### src/lzwd_pkg.sv
// ----------------------------------------------------------------------------
// lzwd_pkg
// Shared types and constants of the LZW code decoder: payload structs and the
// command and status groups between controller and datapath.
// ----------------------------------------------------------------------------
package lzwd_pkg;

  localparam int CODE_W        = 12;  // width of an input code
  localparam int CFG_W         = 4;   // width of the code_bits register
  localparam int LITERALS      = 256; // codes below this are plain bytes
  localparam int MIN_CODE_BITS = 8;
  localparam logic [CFG_W-1:0] CODE_BITS_RESET = 4'd12;

  typedef enum logic [1:0] {
    ST_OK          = 2'd0,
    ST_NOT_LITERAL = 2'd1,
    ST_TOO_LONG    = 2'd2
  } result_status_t;

  typedef struct packed {
    logic [CODE_W-1:0] code_word;
    logic              stream_start;
  } in_item_t;

  typedef struct packed {
    logic [7:0] out_byte;
    logic       last_byte;
    logic [1:0] status;
  } out_item_t;

  typedef struct packed {
    logic           accept;
    logic           first_lit;
    logic           set_single;
    result_status_t single_status;
    logic           walk_init;
    logic           walk;
    logic           push_lit;
    logic           update;
    logic           emit_issue;
    logic           single_issue;
  } dp_cmd_t;

  typedef struct packed {
    logic is_first;
    logic code_lit;
    logic cur_lit;
    logic at_limit;
    logic credit;
    logic k_last;
  } dp_status_t;

endpackage

### src/lzwd_ctrl.sv
// ----------------------------------------------------------------------------
// lzwd_ctrl
// Sequencer of the LZW code decoder: accepts a code, walks its prefix chain,
// updates the dictionary and issues the decoded bytes, or a single status byte.
// ----------------------------------------------------------------------------
module lzwd_ctrl
  import lzwd_pkg::*;
(
  input  logic       clk,
  input  logic       rst,
  input  logic       code_valid,
  output logic       code_stall,
  input  dp_status_t stat,
  output dp_cmd_t    cmd
);

  typedef enum logic [6:0] {
    S_IDLE   = 7'b0000001,
    S_DECIDE = 7'b0000010,
    S_WALK   = 7'b0000100,
    S_LAST   = 7'b0001000,
    S_UPDATE = 7'b0010000,
    S_EMIT   = 7'b0100000,
    S_SINGLE = 7'b1000000
  } state_t;

  state_t state;
  state_t state_next;

  assign code_stall = state != S_IDLE;

  always_comb begin
    cmd        = '0;
    state_next = state;
    unique case (state)
      S_IDLE: begin
        if (code_valid) begin
          cmd.accept = 1'b1;
          state_next = S_DECIDE;
        end
      end
      S_DECIDE: begin
        if (stat.is_first) begin
          cmd.set_single = 1'b1;
          if (stat.code_lit) begin
            cmd.first_lit     = 1'b1;
            cmd.single_status = ST_OK;
          end else begin
            cmd.single_status = ST_NOT_LITERAL;
          end
          state_next = S_SINGLE;
        end else begin
          cmd.walk_init = 1'b1;
          state_next    = S_WALK;
        end
      end
      S_WALK: begin
        cmd.walk = 1'b1;
        if (stat.cur_lit) begin
          state_next = S_LAST;
        end else if (stat.at_limit) begin
          cmd.set_single    = 1'b1;
          cmd.single_status = ST_TOO_LONG;
          state_next        = S_SINGLE;
        end
      end
      S_LAST: begin
        // The literal at the root of the chain still has to fit.
        if (stat.at_limit) begin
          cmd.set_single    = 1'b1;
          cmd.single_status = ST_TOO_LONG;
          state_next        = S_SINGLE;
        end else begin
          cmd.push_lit = 1'b1;
          state_next   = S_UPDATE;
        end
      end
      S_UPDATE: begin
        cmd.update = 1'b1;
        state_next = S_EMIT;
      end
      S_EMIT: begin
        if (stat.credit) begin
          cmd.emit_issue = 1'b1;
          if (stat.k_last) begin
            state_next = S_IDLE;
          end
        end
      end
      S_SINGLE: begin
        if (stat.credit) begin
          cmd.single_issue = 1'b1;
          state_next       = S_IDLE;
        end
      end
      default: begin
        state_next = S_IDLE;
      end
    endcase
  end

  always_ff @(posedge clk) begin
    if (rst) begin
      state <= S_IDLE;
    end else begin
      state <= state_next;
    end
  end

endmodule

### config.mk
export PLATFORM = sky130hd
export DESIGN_NAME = lzwd_ctrl
export DESIGN_NICKNAME = d
export VERILOG_FILES = /design/src/lzwd_pkg.sv /design/src/lzwd_ctrl.sv
export SDC_FILE = /design/constraint.sdc
export NUM_CORES = 1
export LEC_CHECK = 0
export ABC_AREA = 1
export ABC_CLOCK_PERIOD_IN_PS = 1210
export BUFFER_PORTS_ARGS = -buffer_cell sky130_fd_sc_hd__buf_2
export CORE_AREA = 3 3 40 42
export CTS_BUF_LIST = sky130_fd_sc_hd__clkbuf_4 sky130_fd_sc_hd__clkbuf_8
export DETAILED_ROUTE_END_ITERATION = 8
export DIE_AREA = 0 0 43 45
export PLACE_DENSITY_LB_ADDON = 0.05
export RECOVER_POWER = 50
export SYNTH_ARGS = -nofsm -noshare
export SYNTH_HDL_FRONTEND = slang
export SYNTH_SLANG_ARGS = --single-unit
export TNS_END_PERCENT = 1
### constraint.sdc
create_clock -name clk -period 1.21 [get_ports clk]
set_input_delay 0.1815 -clock clk [delete_from_list [all_inputs] [get_ports clk]]
set_output_delay 0.1815 -clock clk [all_outputs]
set_load 0.01 [all_outputs]
==> impl_metrics.json <==
{
  "status": "finished, violations left",
  "violations": "negative setup slack",
  "power_frac_comb": 0.591,
  "hpwl_um": 1160,
  "clkPwrFrac": 0.164,
  "detail-route-antenna-nets": 0,
  "fin_cells": 133,
  "intPower_uw": 782,
  "synth_compound_area_frac": 0.00864,
  "hold_viol": 0,
  "syn_area_sq_um": 579,
  "drc_errors": 0,
  "netlist_top_cells_area": "dfxtp_1 (24%), nand3_2 (12%), nor2_1 (12%)",
  "ys_seq_elements": 7,
  "arrival_ps": 1280,
  "swShare": 0.461,
  "critPathMaxStageDelay_ps": 330,
  "synth.area.mux_share": 0,
  "hp-start": "rst",
  "skew_ps": 2.68,
  "syn_nets": 99,
  "rsz0062_at_grt": "yes",
  "hold_class": "input pin to flip-flop",
  "min_to": "state[6]",
  "largest_reg_flops": 7,
  "drv_slew": 0,
  "switchingPower_uw": 669,
  "core_sq_um": 1280,
  "h-tree-depth": 1,
  "grt_overflow": 0,
  "worst_slew_pin_slew_ps": 199,
  "vias": 658,
  "diodes": 0,
  "cts_buffers": 3,
  "p_per_area_nw_per_um2": 1750,
  "num_rows": 13,
  "place_inst": 125,
  "synth.distinct_cells": 16,
  "synth_top_area_frac": 0.242,
  "wl_um": 1450,
  "critPathKind": "flip-flop to primary output",
  "num_io_pins": 21,
  "grt_pass1_vias": 644,
  "die_w_um": 43,
  "rr_startpoint": "state[6]",
  "cts_num_sinks": 7,
  "ys_seq_area_frac": 0.242,
  "top_regs": "state: 7 flops",
  "clkTransAtPathRegs_ps": 50,
  "power_mw": 1.45,
  "die_area_sq_um": 1940,
  "die_h_um": 45,
  "start_kind": "flip-flop",
  "synthCells": 90,
  "worst-path-max-fanout": 6,
  "synthXorXnorAreaFrac": 0,
  "drtIter0Drc": 12,
  "synthToLayoutAreaGrowth_pct": 43.2,
  "worstSkewPairLatency_ps": 260,
  "synth_warnings": 0,
  "clock-root-buffer": "clkbuf_4",
  "rr_endpoint": "state[5]",
  "power_leakage_nw": 0.435,
  "vdd_drop_max_mv": 1.07,
  "finalSetupViolCount": 15,
  "endpoint_kind": "primary output",
  "start_util": 0.451,
  "io_buffers": 20,
  "synthAdderAreaFrac": 0,
  "regToRegSetupSlack_ps": -210,
  "period_needed_ps": 1460,
  "top_register": "state",
  "synth_top_family_by_area": "simple AND/OR/NAND/NOR gates",
  "routabilityCongestion": 0.810,
  "drive_gt1_frac": 0.576,
  "avgViaCountPerCell": 4.95,
  "critPathRequiredTime_ps": 1030,
  "grt_max_degree": 7,
  "yosys.area_share.simple": 0.646,
  "nets": 128,
  "grt_pass1_wl_um": 2550,
  "antenna_found_initial": 0,
  "slowest_stage": "dfxtp_2",
  "cts_tree": "built",
  "crit_path_cell_trace": "inv_2 -> nand2_4 -> nor2_4 -> nand3_2 -> nor2_1 -> buf_2",
  "cap_violations": 0,
  "fmax_ghz": 0.683,
  "setup_slack_ps": -254,
  "cts_buffer_depth": 2,
  "fin_area_sq_um": 830,
  "grt_usage": 0.181,
  "reg2reg_depth": 12,
  "dpl_cell_area_sq_um": 698,
  "holdPathStages": 2,
  "final_core_util": 0.646,
  "yosysTopAreaCell": "dfxtp_1",
  "avgSynthCellArea_sq_um": 6.44,
  "maxSlewHeadroom": 0.867,
  "firstDrtPassIters": 6,
  "finalCritPeriodShare": 1.21,
  "wl_per_cell_um": 10.9,
  "sequentialPowerShare": 0.245
}
[cells in the final DEF (no fill, tap or decap), types with 6 or more instances in the layout]
cell type	count
buf_2	17
dfxtp_2	6
inv_1	8
inv_2	7
nand2_1	15
nand3_2	10
nor2_1	15
nor2_4	6
[per-stage QoR]
stage	TNS (ps)	hold slack, ps	setup WS (ps)
final	-2820	145	-254
after floorplan	0	254	88.3
after detailed placement	-121	420	-44.0
after global placement	-74.9	419	-34.6
after CTS	-2940	148	-282
after global routing	-3990	165	-344
[how the worst max path moves through the flow]
stage,to,startpoint,cells past startpoint,slack (ps)
6_report,cmd[6],state[6],6,-250
5_1_grt,cmd[6],state[6],6,-340
4_1_cts,cmd[6],state[6],6,-280
3_5_place_dp,cmd[8],state[5],6,-40
3_3_place_gp,cmd[9],state[5],6,-30
2_1_floorplan,cmd[10],state[5],5,90
[cell families (layout without fill, tap and decap cells)]
kind of cell / after synthesis / after routing
AND/OR/NAND/NOR: 66 / 66
buffers and inverters: 16 / 44
flip-flops: 7 / 7
AO/OA/AOI/OAI: 1 / 1
[power groups by stage]
stage	Clock [mW]	Combinational, mW	Sequential, mW
3_3_place_gp	0	0.709	0.343
2_1_floorplan	0	0.547	0.336
5_1_grt	0.263	0.952	0.362
4_1_cts	0.243	0.835	0.354
3_5_place_dp	0	0.705	0.345
6_report	0.238	0.857	0.355
[timing repair]
action / 4_1_cts / 5_1_grt
hold buffers: 0 / 0
pin swaps: 8 / 6
setup buffers: 4 / 0
setup endpoints to repair: 12 / 16
gates cloned: 0 / 0
resized for setup: 18 / 3
[area by class of cell]
type | count | area [sq um]
Timing Repair Buffer | 24 | 149
Sequential cell | 7 | 148
Inverter | 16 | 62.6
Multi-Input combinational cell | 67 | 422
Tap cell | 15 | 18.8
Fill cell | 122 | 455
Clock buffer | 4 | 30.0
[layer usage]
layer  share of wire  global-route usage  routed length [um]  vias up
met5               0                   0                   0        -
met4           0.025               0.108                  36        0
met3           0.085              0.0398                 123        5
met2            0.47               0.320                 676       27
met1            0.42               0.199                 613      285
li1                -                   -                   -      341
[cell usage after synthesis, drive strengths merged]
| library cell | number |
|---|---|
| or2 | 1 |
| dfxtp | 7 |
| nand3 | 15 |
| nand2 | 21 |
| inv | 16 |
| a21oi | 1 |
| nor3 | 4 |
| nor2 | 24 |
| nand4 | 1 |
[worst max-delay path: cells and delay by family (launching register included)]
kind	cells	cell delay [ps]
buffers and inverters	2	220
flip-flops	1	330
AND/OR/NAND/NOR	4	480
Note: power is estimated with default switching activity, not from simulation.
